File: config.mk
export PLATFORM = sky130hd
export DESIGN_NAME = ibqc_csr
export DESIGN_NICKNAME = d
export VERILOG_FILES = /design/src/rtl/assert_macros.svh /design/src/rtl/ibqc_pkg.sv /design/src/rtl/ibqc_csr.sv
export SDC_FILE = /design/constraint.sdc
export NUM_CORES = 1
export LEC_CHECK = 0
export ABC_AREA = 1
export ABC_CLOCK_PERIOD_IN_PS = 2200
export BUFFER_PORTS_ARGS = -buffer_cell sky130_fd_sc_hd__buf_4
export CAP_MARGIN = 40
export CORE_MARGIN = 2
export CORE_UTILIZATION = 33
export CTS_BUF_LIST = sky130_fd_sc_hd__clkbuf_8 sky130_fd_sc_hd__clkbuf_16
export DETAILED_ROUTE_END_ITERATION = 16
export GPL_TIMING_DRIVEN = 1
export SETUP_SLACK_MARGIN = 0.02
export SYNTH_ARGS = -nofsm -noshare
export SYNTH_HDL_FRONTEND = slang
export SYNTH_SLANG_ARGS = --single-unit
File: constraint.sdc
create_clock -name clock -period 2.2 [get_ports clock]
set_input_delay 0.55 -clock clock [delete_from_list [all_inputs] [get_ports clock]]
set_output_delay 0.55 -clock clock [all_outputs]
set_load 0.01 [all_outputs]
File: src/rtl/assert_macros.svh
// assertion helpers shared by the rtl
`ifndef ASSERT_MACROS_SVH
`define ASSERT_MACROS_SVH

// checked property on the rising clock edge, off while reset is high
`define ASSERT_CLK(label, clk, rst, prop, msg) \
   label: assert property (@(posedge clk) disable iff (rst) prop) else $error(msg);

// same check, but also active during reset
`define ASSERT_ALWAYS(label, clk, prop, msg) \
   label: assert property (@(posedge clk) prop) else $error(msg);

`endif

File: src/rtl/ibqc_pkg.sv
`default_nettype none
package ibqc_pkg;

   // register indexes on the csr port
   localparam logic [2:0] CSR_WINDOW_SIZE   = 3'd0;
   localparam logic [2:0] CSR_INCREASE_STEP = 3'd1;
   localparam logic [2:0] CSR_DECREASE_RATE = 3'd2;
   localparam logic [2:0] CSR_MIN_QUOTA     = 3'd3;
   localparam logic [2:0] CSR_MAX_QUOTA     = 3'd4;
   localparam logic [2:0] CSR_STD_FACTOR    = 3'd5;

   localparam int CSR_ADDR_W = 5;

   // register reset values
   localparam logic [8:0]  RST_WINDOW_SIZE   = 9'd16;
   localparam logic [23:0] RST_INCREASE_STEP = 24'd10000;
   localparam logic [15:0] RST_DECREASE_RATE = 16'd32768;
   localparam logic [23:0] RST_MIN_QUOTA     = 24'd10000;
   localparam logic [23:0] RST_MAX_QUOTA     = 24'd400000;
   localparam logic [11:0] RST_STD_FACTOR    = 12'd256;
   localparam logic [23:0] RST_QUOTA         = 24'd10000;

   // region codes of a result
   localparam logic [2:0] REGION_HOLD  = 3'd0;
   localparam logic [2:0] REGION_ABOVE = 3'd1;
   localparam logic [2:0] REGION_INC   = 3'd2;
   localparam logic [2:0] REGION_DEC   = 3'd3;
   localparam logic [2:0] REGION_BELOW = 3'd4;

   typedef struct packed {
      logic [8:0]  window_size;
      logic [23:0] increase_step;
      logic [15:0] decrease_rate;
      logic [23:0] min_quota;
      logic [23:0] max_quota;
      logic [11:0] std_factor;
   } cfg_type;

   typedef enum logic {
      ITER_DIV,
      ITER_SQRT
   } iter_op_type;

   typedef struct packed {
      logic        start;
      iter_op_type op;
   } iter_ctrl_type;

   typedef struct packed {
      logic busy;
      logic done;
   } iter_stat_type;

endpackage
`default_nettype wire

File: src/rtl/ibqc_csr.sv
`default_nettype none
module ibqc_csr (
   input  wire logic                           clock,
   input  wire logic                           reset,
   input  wire logic                           psel,
   input  wire logic                           penable,
   input  wire logic                           pwrite,
   input  wire logic [ibqc_pkg::CSR_ADDR_W-1:0] paddr,
   input  wire logic [31:0]                    pwdata,
   output logic [31:0]                         prdata,
   output logic                                pready,
   output ibqc_pkg::cfg_type                   cfg
);

   ibqc_pkg::cfg_type cfg_ff;
   logic              wr_en;

   assign pready = 1'b1;
   assign wr_en  = psel & penable & pwrite;
   assign cfg    = cfg_ff;

   // register writes
   always_ff @(posedge clock) begin
      if (reset) begin
         cfg_ff.window_size   <= ibqc_pkg::RST_WINDOW_SIZE;
         cfg_ff.increase_step <= ibqc_pkg::RST_INCREASE_STEP;
         cfg_ff.decrease_rate <= ibqc_pkg::RST_DECREASE_RATE;
         cfg_ff.min_quota     <= ibqc_pkg::RST_MIN_QUOTA;
         cfg_ff.max_quota     <= ibqc_pkg::RST_MAX_QUOTA;
         cfg_ff.std_factor    <= ibqc_pkg::RST_STD_FACTOR;
      end else if (wr_en) begin
         case (paddr[4:2])
            ibqc_pkg::CSR_WINDOW_SIZE:   cfg_ff.window_size   <= pwdata[8:0];
            ibqc_pkg::CSR_INCREASE_STEP: cfg_ff.increase_step <= pwdata[23:0];
            ibqc_pkg::CSR_DECREASE_RATE: cfg_ff.decrease_rate <= pwdata[15:0];
            ibqc_pkg::CSR_MIN_QUOTA:     cfg_ff.min_quota     <= pwdata[23:0];
            ibqc_pkg::CSR_MAX_QUOTA:     cfg_ff.max_quota     <= pwdata[23:0];
            ibqc_pkg::CSR_STD_FACTOR:    cfg_ff.std_factor    <= pwdata[11:0];
            default: ;
         endcase
      end
   end

   // read mux
   always_comb begin
      case (paddr[4:2])
         ibqc_pkg::CSR_WINDOW_SIZE:   prdata = {23'd0, cfg_ff.window_size};
         ibqc_pkg::CSR_INCREASE_STEP: prdata = {8'd0, cfg_ff.increase_step};
         ibqc_pkg::CSR_DECREASE_RATE: prdata = {16'd0, cfg_ff.decrease_rate};
         ibqc_pkg::CSR_MIN_QUOTA:     prdata = {8'd0, cfg_ff.min_quota};
         ibqc_pkg::CSR_MAX_QUOTA:     prdata = {8'd0, cfg_ff.max_quota};
         ibqc_pkg::CSR_STD_FACTOR:    prdata = {20'd0, cfg_ff.std_factor};
         default:                     prdata = 32'd0;
      endcase
   end

endmodule
`default_nettype wire

==> out/qor.csv <==
stage,metric,value,unit
drt,wl,18300,um
synth,synth_common_cells,"232 x nand2_1, 228 x nor2_1, 109 x dfxtp_1",
synth,synthXorXnorAreaFrac,0,
sta,hold_violations,0,
drt,route.detailed.wl_per_inst,14.8,um
placed_design,dp_slack,0.0493,ns
sta,worst_pin_slew,0.505,ns
sta,fin_crit_sh,0.955,
synth,synth_compound_area_frac,0.00543,
cts,clockRootBuffer,clkbuf_16,
power,peakVddDrop,0.368,mV
synth,synth_top_family_by_area,simple AND/OR/NAND/NOR gates,
synth,synth_most_common_cell,nand2_1,
sta,fin_setup_tns,0,ns
critical_path,critPathRequiredTime,1.65,ns
synth,yosys_most_used_dff,dfxtp_1,
synth,synth_simple_gate_area_frac,0.479,
global_route,grt_pass1_wl,28800,um
sta,setup_viol,0,
die,dieArea,17800,um2
synth,yosysTopAreaCellShare,0.395,
placed_design,gp_congestion,0.826,
cts,clockBufferDepth,2,
critical_path,end_kind,primary output,
die,fp.dieW,133,um
die,rows,47,
die,core_area,16500,um2
synth,synthArstFlopShare,0,
synth,synth_adder_area_share,0,
layout,nets,1056,
die,start_util,0.336,
drt,route.vias.total,5814,
placed_design,dp_hpwl,13200,um
global_route,grt_usage,0.204,
synth,synth-edff-count,0,
synth,syn_avg_cell_area,6.47,um2
drt,via_per_inst,4.70,
cts,cts_tree,built,
synth,synth_area,5530,um2
power,p_leak,3.56,nW
drt,drt_iter0_markers,375,
sta,slew-limit-headroom,0.663,
die,io_pins,184,
critical_path,path_max_fanout,9,
cts,h-tree-depth,3,
cts,cts_sinks,109,
run_status,status,completed,
critical_path,crit_path_start_kind,input pin,
critical_path,r2r_slack,1.57,ns
placed_design,place.port_buffers,164,
synth,yosysSeqAreaShare,0.395,
global_route,grt_start_max_net_pins,45,
synth,yosys_register_bits,109,
global_route,antenna_found_initial,0,
synth,synth_cells,854,
sta,clock-skew-final,0,ns
worst_hold_path,hp-class,in2reg,
cts,clk_latency,0.35,ns
job,maxCapViolations,0,
layout,largest_reg_flops,109,
synth,ys_warn_count,0,
global_route,overflow,0,
layout,drive_gt1_frac,0.237,
synth,synthMuxAreaShare,0,
die,die_h,133,um
cts,clkTransAtPathRegs,0.07,ns
sta,rsz0062_at_grt,yes,
global_route,first_global_vias,5211,
sta,period_minus_slack,2.10,ns
layout,antennaDiodeCount,0,
synth,synth.area.top_cells,"dfxtp_1 39%, nand2_1 16%, nor2_1 15%",
power,p_per_area,552,nW/um2
drt,drc,0,
drt,drt_first_pass_iters,5,
critical_path,crit_type,in2out,
layout,synthToLayoutAreaGrowth,32.7,%
cts,numCtsBuffers,9,
synth,synth_area_leader_cell,dfxtp_1,
critical_path,cp.arrival,1.55,ns
sta,setup_ws,0.0984,ns
sta,max_freq,476,MHz
drt,detail-route-antenna-nets,0,
synth,synth.distinct_cells,23,
cts,hold_buffers,0,
sta,drv_slew,0,
-- layout make-up --
| class | instances | area (um2) |
|---|---|---|
| multi-input cells | 629 | 2720 |
| clock inverters | 5 | 21.3 |
| clock buffers | 10 | 239 |
| fillers | 1799 | 9130 |
| well taps | 220 | 275 |
| repair buffers | 200 | 1630 |
| inverters | 65 | 259 |
| flip-flops and latches | 109 | 2180 |
-- per-stage QoR --
step | total power [mW] | util | instance area, um2 | std cells | hold slack, ns
after global routing | 4.19 | 0.445 | 7330 | 1238 | 0.434
after floorplan | 2.35 | - | 5550 | 861 | 0.502
after CTS | 4.07 | 0.442 | 7280 | 1236 | 0.409
final | 4.05 | 0.445 | 7330 | 1238 | 0.422
after global placement | 2.56 | 0.426 | 7020 | 1221 | 0.470
after detailed placement | 2.57 | 0.426 | 7020 | 1221 | 0.479
-- layer usage --
metal / up-vias / global-route usage / routed length (um)
met3: 17 / 0.0472 / 1370
met4: 0 / 0.0579 / 244
met5: - / 0 / 0
met1: 2654 / 0.276 / 8380
li1: 2948 / - / -
met2: 195 / 0.327 / 8350
-- layout by cell type (no fill, tap or decap), drive strengths merged --
master,n
a21oi,3
buf,200
clkbuf,10
clkinv,3
clkinvlp,1
conb,9
dfxtp,109
inv,66
nand2,236
nand3,108
nand4,30
nor2,240
o21ai,3
-- worst max-delay path, cell delays in order --
cell and delay, ns:
buf_4 0.17, buf_6 0.15, nand3_4 0.11, clkinvlp_4 0.22, nand2_1 0.12, nand3_1 0.08
buf_4 0.14
-- repair_timing --
action                                  CTS  global route
endpoints found under the setup margin    0            17
gates resized for setup                   0             9
buffers inserted                          0             1
-- cells by family (layout without fill, tap and decap cells) --
| group | count (synthesis) | count (layout) |
|---|---|---|
| buffers and inverters | 124 | 280 |
| and+or+nand+nor | 613 | 614 |
| other | 2 | 9 |
| DFF | 109 | 109 |
| AOI/OAI and AO/OA | 6 | 6 |
-- power breakdown --
part	switching, mW	internal [mW]
combinational	0.310	0.199
sequential	0.0238	2.00
clock	0.737	0.779
total	1.07	2.98
-- path summary, 6_finish.rpt --
check                              end  cells past startpoint                 start
setup / recovery            prdata[23]                      7              paddr[2]
hold / removal    cfg[19]$_SDFFE_PP1P_                      3             pwdata[7]
setup reg to reg   cfg[9]$_SDFFE_PP0P_                      2   cfg[9]$_SDFFE_PP0P_
hold reg to reg   cfg[29]$_SDFFE_PP1P_                      2  cfg[29]$_SDFFE_PP1P_
Power figures use the tool's default switching activity.
