**config.mk**
```make
export PLATFORM = sky130hd
export DESIGN_NAME = ibqc_iter_unit
export DESIGN_NICKNAME = d
export VERILOG_FILES = /design/src/rtl/assert_macros.svh /design/src/rtl/ibqc_pkg.sv /design/src/rtl/ibqc_iter_unit.sv
export SDC_FILE = /design/constraint.sdc
export NUM_CORES = 1
export LEC_CHECK = 0
export BUFFER_PORTS_ARGS = -buffer_cell sky130_fd_sc_hd__buf_4
export CAP_MARGIN = 0
export CORE_MARGIN = 2
export CORE_UTILIZATION = 48
export DETAILED_ROUTE_END_ITERATION = 10
export PLACE_DENSITY = 0.73
export SKIP_LAST_GASP = 1
export SLEW_MARGIN = 10
export SYNTH_ARGS = -nofsm -noshare
export SYNTH_HDL_FRONTEND = slang
export SYNTH_SLANG_ARGS = --single-unit
```
**constraint.sdc**
```tcl
create_clock -name clock -period 8.7 [get_ports clock]
set_input_delay 1.74 -clock clock [delete_from_list [all_inputs] [get_ports clock]]
set_output_delay 1.74 -clock clock [all_outputs]
set_load 0.005 [all_outputs]
```
**src/rtl/assert_macros.svh**
```systemverilog
// assertion helpers shared by the rtl
`ifndef ASSERT_MACROS_SVH
`define ASSERT_MACROS_SVH

// checked property on the rising clock edge, off while reset is high
`define ASSERT_CLK(label, clk, rst, prop, msg) \
   label: assert property (@(posedge clk) disable iff (rst) prop) else $error(msg);

// same check, but also active during reset
`define ASSERT_ALWAYS(label, clk, prop, msg) \
   label: assert property (@(posedge clk) prop) else $error(msg);

`endif

```
**src/rtl/ibqc_pkg.sv**
```systemverilog
`default_nettype none
package ibqc_pkg;

   // register indexes on the csr port
   localparam logic [2:0] CSR_WINDOW_SIZE   = 3'd0;
   localparam logic [2:0] CSR_INCREASE_STEP = 3'd1;
   localparam logic [2:0] CSR_DECREASE_RATE = 3'd2;
   localparam logic [2:0] CSR_MIN_QUOTA     = 3'd3;
   localparam logic [2:0] CSR_MAX_QUOTA     = 3'd4;
   localparam logic [2:0] CSR_STD_FACTOR    = 3'd5;

   localparam int CSR_ADDR_W = 5;

   // register reset values
   localparam logic [8:0]  RST_WINDOW_SIZE   = 9'd16;
   localparam logic [23:0] RST_INCREASE_STEP = 24'd10000;
   localparam logic [15:0] RST_DECREASE_RATE = 16'd32768;
   localparam logic [23:0] RST_MIN_QUOTA     = 24'd10000;
   localparam logic [23:0] RST_MAX_QUOTA     = 24'd400000;
   localparam logic [11:0] RST_STD_FACTOR    = 12'd256;
   localparam logic [23:0] RST_QUOTA         = 24'd10000;

   // region codes of a result
   localparam logic [2:0] REGION_HOLD  = 3'd0;
   localparam logic [2:0] REGION_ABOVE = 3'd1;
   localparam logic [2:0] REGION_INC   = 3'd2;
   localparam logic [2:0] REGION_DEC   = 3'd3;
   localparam logic [2:0] REGION_BELOW = 3'd4;

   typedef struct packed {
      logic [8:0]  window_size;
      logic [23:0] increase_step;
      logic [15:0] decrease_rate;
      logic [23:0] min_quota;
      logic [23:0] max_quota;
      logic [11:0] std_factor;
   } cfg_type;

   typedef enum logic {
      ITER_DIV,
      ITER_SQRT
   } iter_op_type;

   typedef struct packed {
      logic        start;
      iter_op_type op;
   } iter_ctrl_type;

   typedef struct packed {
      logic busy;
      logic done;
   } iter_stat_type;

endpackage
`default_nettype wire

```
**src/rtl/ibqc_iter_unit.sv**
```systemverilog
`default_nettype none
// shared shift/compare/subtract unit: restoring divide by a 9-bit count
// (40 steps) or integer square root of a 32-bit value (16 steps)
module ibqc_iter_unit (
   input  wire logic                    clock,
   input  wire logic                    reset,
   input  wire ibqc_pkg::iter_ctrl_type ctrl,
   input  wire logic [39:0]             dividend,
   input  wire logic [8:0]              divisor,
   output logic [39:0]                  result,
   output ibqc_pkg::iter_stat_type      stat
);

   logic                  busy_ff;
   logic                  done_ff;
   ibqc_pkg::iter_op_type op_ff;
   logic [5:0]            cnt_ff;
   logic [39:0]           shreg_ff;
   logic [19:0]           rem_ff;
   logic [39:0]           q_ff;
   logic [8:0]            divisor_ff;

   logic [19:0] opa;
   logic [19:0] opb;
   logic [20:0] diff;
   logic        ge;

   // operand select for the one shared subtractor
   always_comb begin
      if (op_ff == ibqc_pkg::ITER_DIV) begin
         opa = {11'd0, rem_ff[7:0], shreg_ff[39]};
         opb = {11'd0, divisor_ff};
      end else begin
         opa = {rem_ff[17:0], shreg_ff[39:38]};
         opb = {2'd0, q_ff[15:0], 2'b01};
      end
      diff = {1'b0, opa} - {1'b0, opb};
      ge   = ~diff[20];
   end

   assign result    = q_ff;
   assign stat.busy = busy_ff;
   assign stat.done = done_ff;

   always_ff @(posedge clock) begin
      if (reset) begin
         busy_ff <= 1'b0;
         done_ff <= 1'b0;
         cnt_ff  <= 6'd0;
      end else begin
         done_ff <= 1'b0;
         if (ctrl.start && !busy_ff) begin
            busy_ff    <= 1'b1;
            op_ff      <= ctrl.op;
            divisor_ff <= divisor;
            rem_ff     <= 20'd0;
            q_ff       <= 40'd0;
            if (ctrl.op == ibqc_pkg::ITER_DIV) begin
               shreg_ff <= dividend;
               cnt_ff   <= 6'd40;
            end else begin
               shreg_ff <= {dividend[31:0], 8'd0};
               cnt_ff   <= 6'd16;
            end
         end else if (busy_ff) begin
            rem_ff <= ge ? diff[19:0] : opa;
            q_ff   <= {q_ff[38:0], ge};
            if (op_ff == ibqc_pkg::ITER_DIV) begin
               shreg_ff <= {shreg_ff[38:0], 1'b0};
            end else begin
               shreg_ff <= {shreg_ff[37:0], 2'b00};
            end
            cnt_ff <= cnt_ff - 6'd1;
            if (cnt_ff == 6'd1) begin
               busy_ff <= 1'b0;
               done_ff <= 1'b1;
            end
         end
      end
   end

endmodule
`default_nettype wire

```
==> results of run 1 <==
[final timing paths]
kind / cells after the start / startpoint / end / slack (ns)
max reg2reg: 11 / op_ff / rem_ff[10] / 4.58
min reg2reg: 2 / cnt_ff[2] / cnt_ff[2] / 0.51
max: 11 / op_ff / rem_ff[10] / 4.58
min: 2 / cnt_ff[2] / cnt_ff[2] / 0.51
[report_power, final]
group	switching [W]	total (W)	leakage [nW]	internal, W
registers	0.0000232	0.000698	1.11	0.000674
logic	0.000186	0.000338	1.76	0.000152
clock network	0.000224	0.000608	0.255	0.000384
[worst max-delay path: cells and delay by family (launching register included)]
kind | cells | cell delay, ns
AO/OA/AOI/OAI | 3 | 0.64
adder cells (fa/ha/maj) | 2 | 0.62
buffers and inverters | 2 | 0.62
flip-flops | 1 | 0.34
multiplexers | 1 | 0.31
AND/OR/NAND/NOR | 3 | 1.26
[through the flow]
| step | total power (W) | setup slack [ns] | cells | util | hold slack (ns) |
|---|---|---|---|---|---|
| 6_report | 0.00164 | 4.58 | 866 | 0.579 | 0.506 |
| 5_1_grt | 0.00172 | 4.24 | 866 | 0.579 | 0.526 |
| 4_1_cts | 0.00165 | 4.64 | 866 | 0.579 | 0.505 |
| 3_5_place_dp | 0.00104 | 4.65 | 834 | 0.541 | 0.498 |
| 3_3_place_gp | 0.00103 | 4.71 | 834 | 0.541 | 0.472 |
| 2_1_floorplan | 0.000951 | 2.10 | 599 | - | 0.452 |
[per-layer routing]
layer,GRT usage,routed length [um],part of all wire
met1,0.287,6700,0.47
met2,0.298,6630,0.46
met3,0.0520,762,0.053
met4,0.0783,247,0.017
met5,0,0,0
[state kept, by name (all words and copies together) (netlist names)]
name        count
busy_ff         1
cnt_ff          6
result         40
divisor_ff      9
shreg_ff       40
rem_ff         18
op_ff           1
done_ff         1
[cells in the mapped netlist (4+ instances only)]
| master | number |
|---|---|
| and2_1 | 54 |
| mux2_2 | 8 |
| nand3_1 | 8 |
| nand2_1 | 34 |
| a211oi_1 | 39 |
| nand3b_1 | 8 |
| inv_1 | 5 |
| edfxtp_1 | 108 |
| a21oi_1 | 56 |
| a21o_1 | 7 |
| o21ai_0 | 13 |
| nand2b_1 | 4 |
| buf_4 | 5 |
| nor3_1 | 4 |
| dfxtp_1 | 8 |
| nor2b_1 | 35 |
| xnor2_1 | 6 |
| ha_1 | 20 |
| mux2i_1 | 51 |
| o22ai_1 | 4 |
| nor2_1 | 23 |
| clkbuf_1 | 31 |
| xor2_1 | 4 |
| or3_1 | 4 |
[cell families after synthesis]
logic type	Yosys count	share of synthesized area
AOI/OAI and AO/OA	153	0.150
xor gates and xnor gates	10	0.0131
adders and majority gates	21	0.0405
buffers and inverters	50	0.0364
DFF	116	0.511
muxes	59	0.0901
and+or+nand+nor	190	0.159
[area by class of cell]
type	instances	area (sq um)	share of cell area
clock inverters	5	27.5	0.00346
multi-input cells	433	3030	0.382
clock buffers	27	493	0.0620
inverters	6	22.5	0.00283
flip-flops and latches	116	3400	0.428
well taps	180	225	0.0283
repair buffers	99	743	0.0935
==> qor.yml, run 1 <==
antenna_found_initial: 0
place_area_sq_um: 7430
clkSlewWorstSetupHoldPaths_ns: 0.05
die_height_um: 122
dieArea_sq_um: 14800
ys_seq_elements: 116
cp.required_ns: 8.81
synthArstFlopShare: 0
die_w_um: 122
wl_um: 14300
fin_setup_tns_ns: 0
power_density_nw_per_um2: 207
clockBufferDepth: 2
skew_ns: 0.00921
route.detailed.drc: 0
setup_viol: 0
crit_path_top_delay_cell: "nand3_1"
routabilityCongestion: 0.904
min_path_type: "flip-flop to flip-flop"
outcome: "complete, no violations"
clock_latency_ns: 0.41
final_cell_area_sq_um: 7950
final_max_slew_viol_count: 0
fill_cells: 1147
grt_pass1_vias: 4647
yosysTopAreaCell: "edfxtp_1"
clock.fmax_mhz: 243
ys_warn_count: 0
cp-start-kind: "flip-flop"
grt-ovfl-total: 0
first_pass_iters: 5
drive_gt1_frac: 0.213
via_count: 4885
worst_slew_pin_slew_ns: 1.15
grt_max_degree: 90
finalWorstPathRequiredPeriod_ns: 4.12
path_class: "flip-flop to flip-flop"
crit_chain: "buf_4, mux2i_1, ha_1, inv_1, fa_1, a211o_1, nand2_1, a211o_1, nand3_1, nand2_1, o22ai_1"
synth_cell_types: 59
wl_per_cell_um: 16.6
portBuffers: 94
synth_nets: 673
maxCapViolCount: 0
grt_pass1_wl_um: 23400
clock_sinks: 116
grt_usage: 0.202
peakVddDrop_mv: 0.141
hold_viol_final: 0
ioPinCount: 95
worst_setup_path_end_kind: "flip-flop"
worst-path-max-fanout: 73
relSlewSlack: 0.233
numCtsBuffers: 17
final_common_cell: "edfxtp_1"
seq_area_frac_synth: 0.511
synth_edf_count: 108
post-cts-setup-buffers: 0
viasPerCell: 5.64
cp.arrival_ns: 4.22
h-tree-depth: 4
synth_ff_type: "edfxtp_1"
finalNetCount: 747
final_cell_mix: "108 x edfxtp_1, 99 x buf_4, 56 x a21oi_1, 54 x and2_1, 51 x mux2i_1"
ys_top_cells_by_area: "edfxtp_1 49%, mux2i_1 7.7%, and2_1 5.1%"
core-area_sq_um: 13700
postCtsHoldBufs: 0
core.rowCount: 43
syn_inst: 599
syn-cell-area_sq_um: 6670
slowest_delay_ns: 0.65
place_hpwl_um: 9780
cts_resized: 0
start_util: 0.486
avgSynthCellArea_sq_um: 11.1
yosys.area.top_type_share: 0.487
leakagePower_nw: 3.12
drtIter0Drc: 363
finalCritPeriodShare: 0.473
rsz0062_at_grt: "no"
area_delta_synth_final_pct: 19.3
cts_tree: "done"
ant_nets: 0
antenna_cells: 0
cts-root-buf: "clkbuf_16"
(Power assumes the default switching activity.)
==> run 2: changes to the inputs <==
--- a/config.mk
+++ b/config.mk
@@ -10,7 +10,7 @@
 export CORE_MARGIN = 2
 export CORE_UTILIZATION = 48
 export DETAILED_ROUTE_END_ITERATION = 10
-export PLACE_DENSITY = 0.73
+export PLACE_DENSITY = 0.75
 export SKIP_LAST_GASP = 1
 export SLEW_MARGIN = 10
 export SYNTH_ARGS = -nofsm -noshare
==> constraint.sdc (replaced) <==
create_clock -name clock -period 3.4 [get_ports clock]
set_input_delay 0.68 -clock clock [delete_from_list [all_inputs] [get_ports clock]]
set_output_delay 0.68 -clock clock [all_outputs]
set_load 0.005 [all_outputs]
==> qor.yml, run 2 (same netlist as run 1, synthesis figures left out) <==
grt_pass1_wl_um: 23900  # was 23400 um
finalWorstPathRequiredPeriod_ns: 3.17  # was 4.12 ns
core-area_sq_um: 13700  # unchanged
area_delta_synth_final_pct: 22.1  # was 19.3%
die_height_um: 122  # unchanged
die_w_um: 122  # unchanged
slowest_delay_ns: 0.43  # was 0.65 ns
ioPinCount: 95  # unchanged
setup_viol: 0  # unchanged
path_class: "flip-flop to flip-flop"  # unchanged
outcome: "complete, no violations"  # unchanged
path_common_cell: "buf_4"
antenna_found_initial: 0  # unchanged
crit_family: "simple AND/OR/NAND/NOR gates"  # unchanged
grt_max_degree: 90  # unchanged
clock.fmax_mhz: 316  # was 243 MHz
final_max_slew_viol_count: 0  # unchanged
grt_use_met2: 0.329  # was 0.298
use_met3: 0.0515  # was 0.0520
maxCapViolCount: 0  # unchanged
worst-path-max-fanout: 15  # was 73
place_hpwl_um: 10300  # was 9780 um
total_power_w: 0.00457  # was 0.00164 W
clkSlewWorstSetupHoldPaths_ns: 0.06  # was 0.05 ns
clock_sinks: 116  # unchanged
via_count: 4956  # was 4885
crit_chain: "buf_4, mux2_2, ha_1, and4_1, nand4_1, a211o_1, nand3_1, buf_4, mux2i_1, nor2_1"  # was buf_4, mux2i_1, ha_1, inv_1, fa_1, a211o_1, nand2_1, a211o_1, nand3_1, nand2_1, o22ai_1
start_util: 0.486  # unchanged
power_density_nw_per_um2: 562  # was 207 nW/um^2
grt-ovfl-total: 0  # unchanged
first_pass_iters: 4  # was 5
busiest_layer: "met2"  # unchanged
finalCritPeriodShare: 0.931  # was 0.473
fin_setup_tns_ns: 0  # unchanged
cp-start-kind: "flip-flop"  # unchanged
cts_resized: 0  # unchanged
routabilityCongestion: 0.866  # was 0.904
cts-root-buf: "clkbuf_16"  # unchanged
relSlewSlack: 0.396  # was 0.233
post-cts-setup-buffers: 0  # unchanged
final_cell_mix: "109 x buf_4, 108 x edfxtp_1, 56 x a21oi_1, 54 x and2_1, 51 x mux2i_1"  # was 108 x edfxtp_1, 99 x buf_4, 56 x a21oi_1, 54 x and2_1, 51 x mux2i_1
clock_latency_ns: 0.41  # about the same
finalNetCount: 757  # was 747
postCtsHoldBufs: 0  # unchanged
antenna_cells: 0  # unchanged
grt_usage: 0.207  # was 0.202
leakagePower_nw: 3.21  # was 3.12 nW
ant_nets: 0  # unchanged
peakVddDrop_mv: 0.347  # was 0.141 mV
wl_per_cell_um: 17.1  # was 16.6 um
grtUsageMet1: 0.279  # was 0.287
crit_path_top_delay_cell: "edfxtp_1"  # was nand3_1
core.rowCount: 43  # unchanged
hold_viol_final: 0  # unchanged
drive_gt1_frac: 0.236  # was 0.213
worst_slew_pin_slew_ns: 0.906  # was 1.15 ns
h-tree-depth: 4  # unchanged
final_cell_area_sq_um: 8140  # was 7950 sq um
worst_setup_path_end_kind: "flip-flop"  # unchanged
cp_num_buf_inv: 2  # unchanged
cts_tree: "done"  # unchanged
route.detailed.drc: 0  # unchanged
grt_pass1_vias: 4832  # was 4647
place_area_sq_um: 7510  # was 7430 sq um
final_common_cell: "buf_4"  # was edfxtp_1
viasPerCell: 5.66  # was 5.64
min_path_type: "primary input to flip-flop"  # was flip-flop to flip-flop
cp.arrival_ns: 3.30  # was 4.22 ns
clockBufferDepth: 2  # unchanged
rsz0062_at_grt: "no"  # unchanged
numCtsBuffers: 17  # unchanged
whs_ns: 0.443  # was 0.506 ns
dieArea_sq_um: 14800  # unchanged
wl_um: 14900  # was 14300 um
cp.required_ns: 3.53  # was 8.81 ns
drtIter0Drc: 310  # was 363
portBuffers: 94  # unchanged
skew_ns: 0.00567  # was 0.00921 ns
==> run 2: area by class of cell <==
type                    instances  area, sq um
inverters                       6         22.5
multi-input cells             433         3040
repair buffers                109          818
clock buffers                  17          425
well taps                     180          225
clock inverters                15          206
fillers                      1131         5580
flip-flops and latches        116         3400
==> run 2: final timing paths <==
check / startpoint / endpoint / slack (ns) / cells past startpoint
worst max-delay path: op_ff / rem_ff[4] / 0.23 / 10
worst min-delay path: divisor[5] / divisor_ff[5] / 0.44 / 1
worst max register to register: op_ff / rem_ff[4] / 0.23 / 10
worst min register to register: cnt_ff[2] / cnt_ff[2] / 0.49 / 2
==> run 2: routing by layer <==
| layer | share of wire | vias to the layer above |
|---|---|---|
| li1 | - | 2412 |
| met1 | 0.46 | 2377 |
| met2 | 0.48 | 142 |
| met3 | 0.050 | 25 |
| met4 | 0.017 | 0 |
| met5 | 0 | - |
==> run 2: worst reg2reg max path, delay by kind of cell (launching register included) <==
family	cells	cell delay, ns
buffers and inverters	2	0.49
adders and majority gates	1	0.41
AOI/OAI and AO/OA	1	0.26
DFF	1	0.43
muxes	2	0.57
and+or+nand+nor	4	0.73
==> run 2: metrics by stage <==
| stage | instances | worst slack (ns) | utilization |
|---|---|---|---|
| 6_report | 876 | 0.234 | 0.593 |
| 5_1_grt | 876 | 0.0375 | 0.593 |
| 4_1_cts | 876 | 0.246 | 0.593 |
| 3_5_place_dp | 844 | 0.234 | 0.547 |
| 3_3_place_gp | 844 | 0.336 | 0.547 |
| 2_1_floorplan | 599 | 0.0305 | - |
==> run 2: power by group <==
group          internal [W]  switching [W]
clock               0.00123       0.000663
sequential          0.00172      0.0000594
combinational      0.000407       0.000488
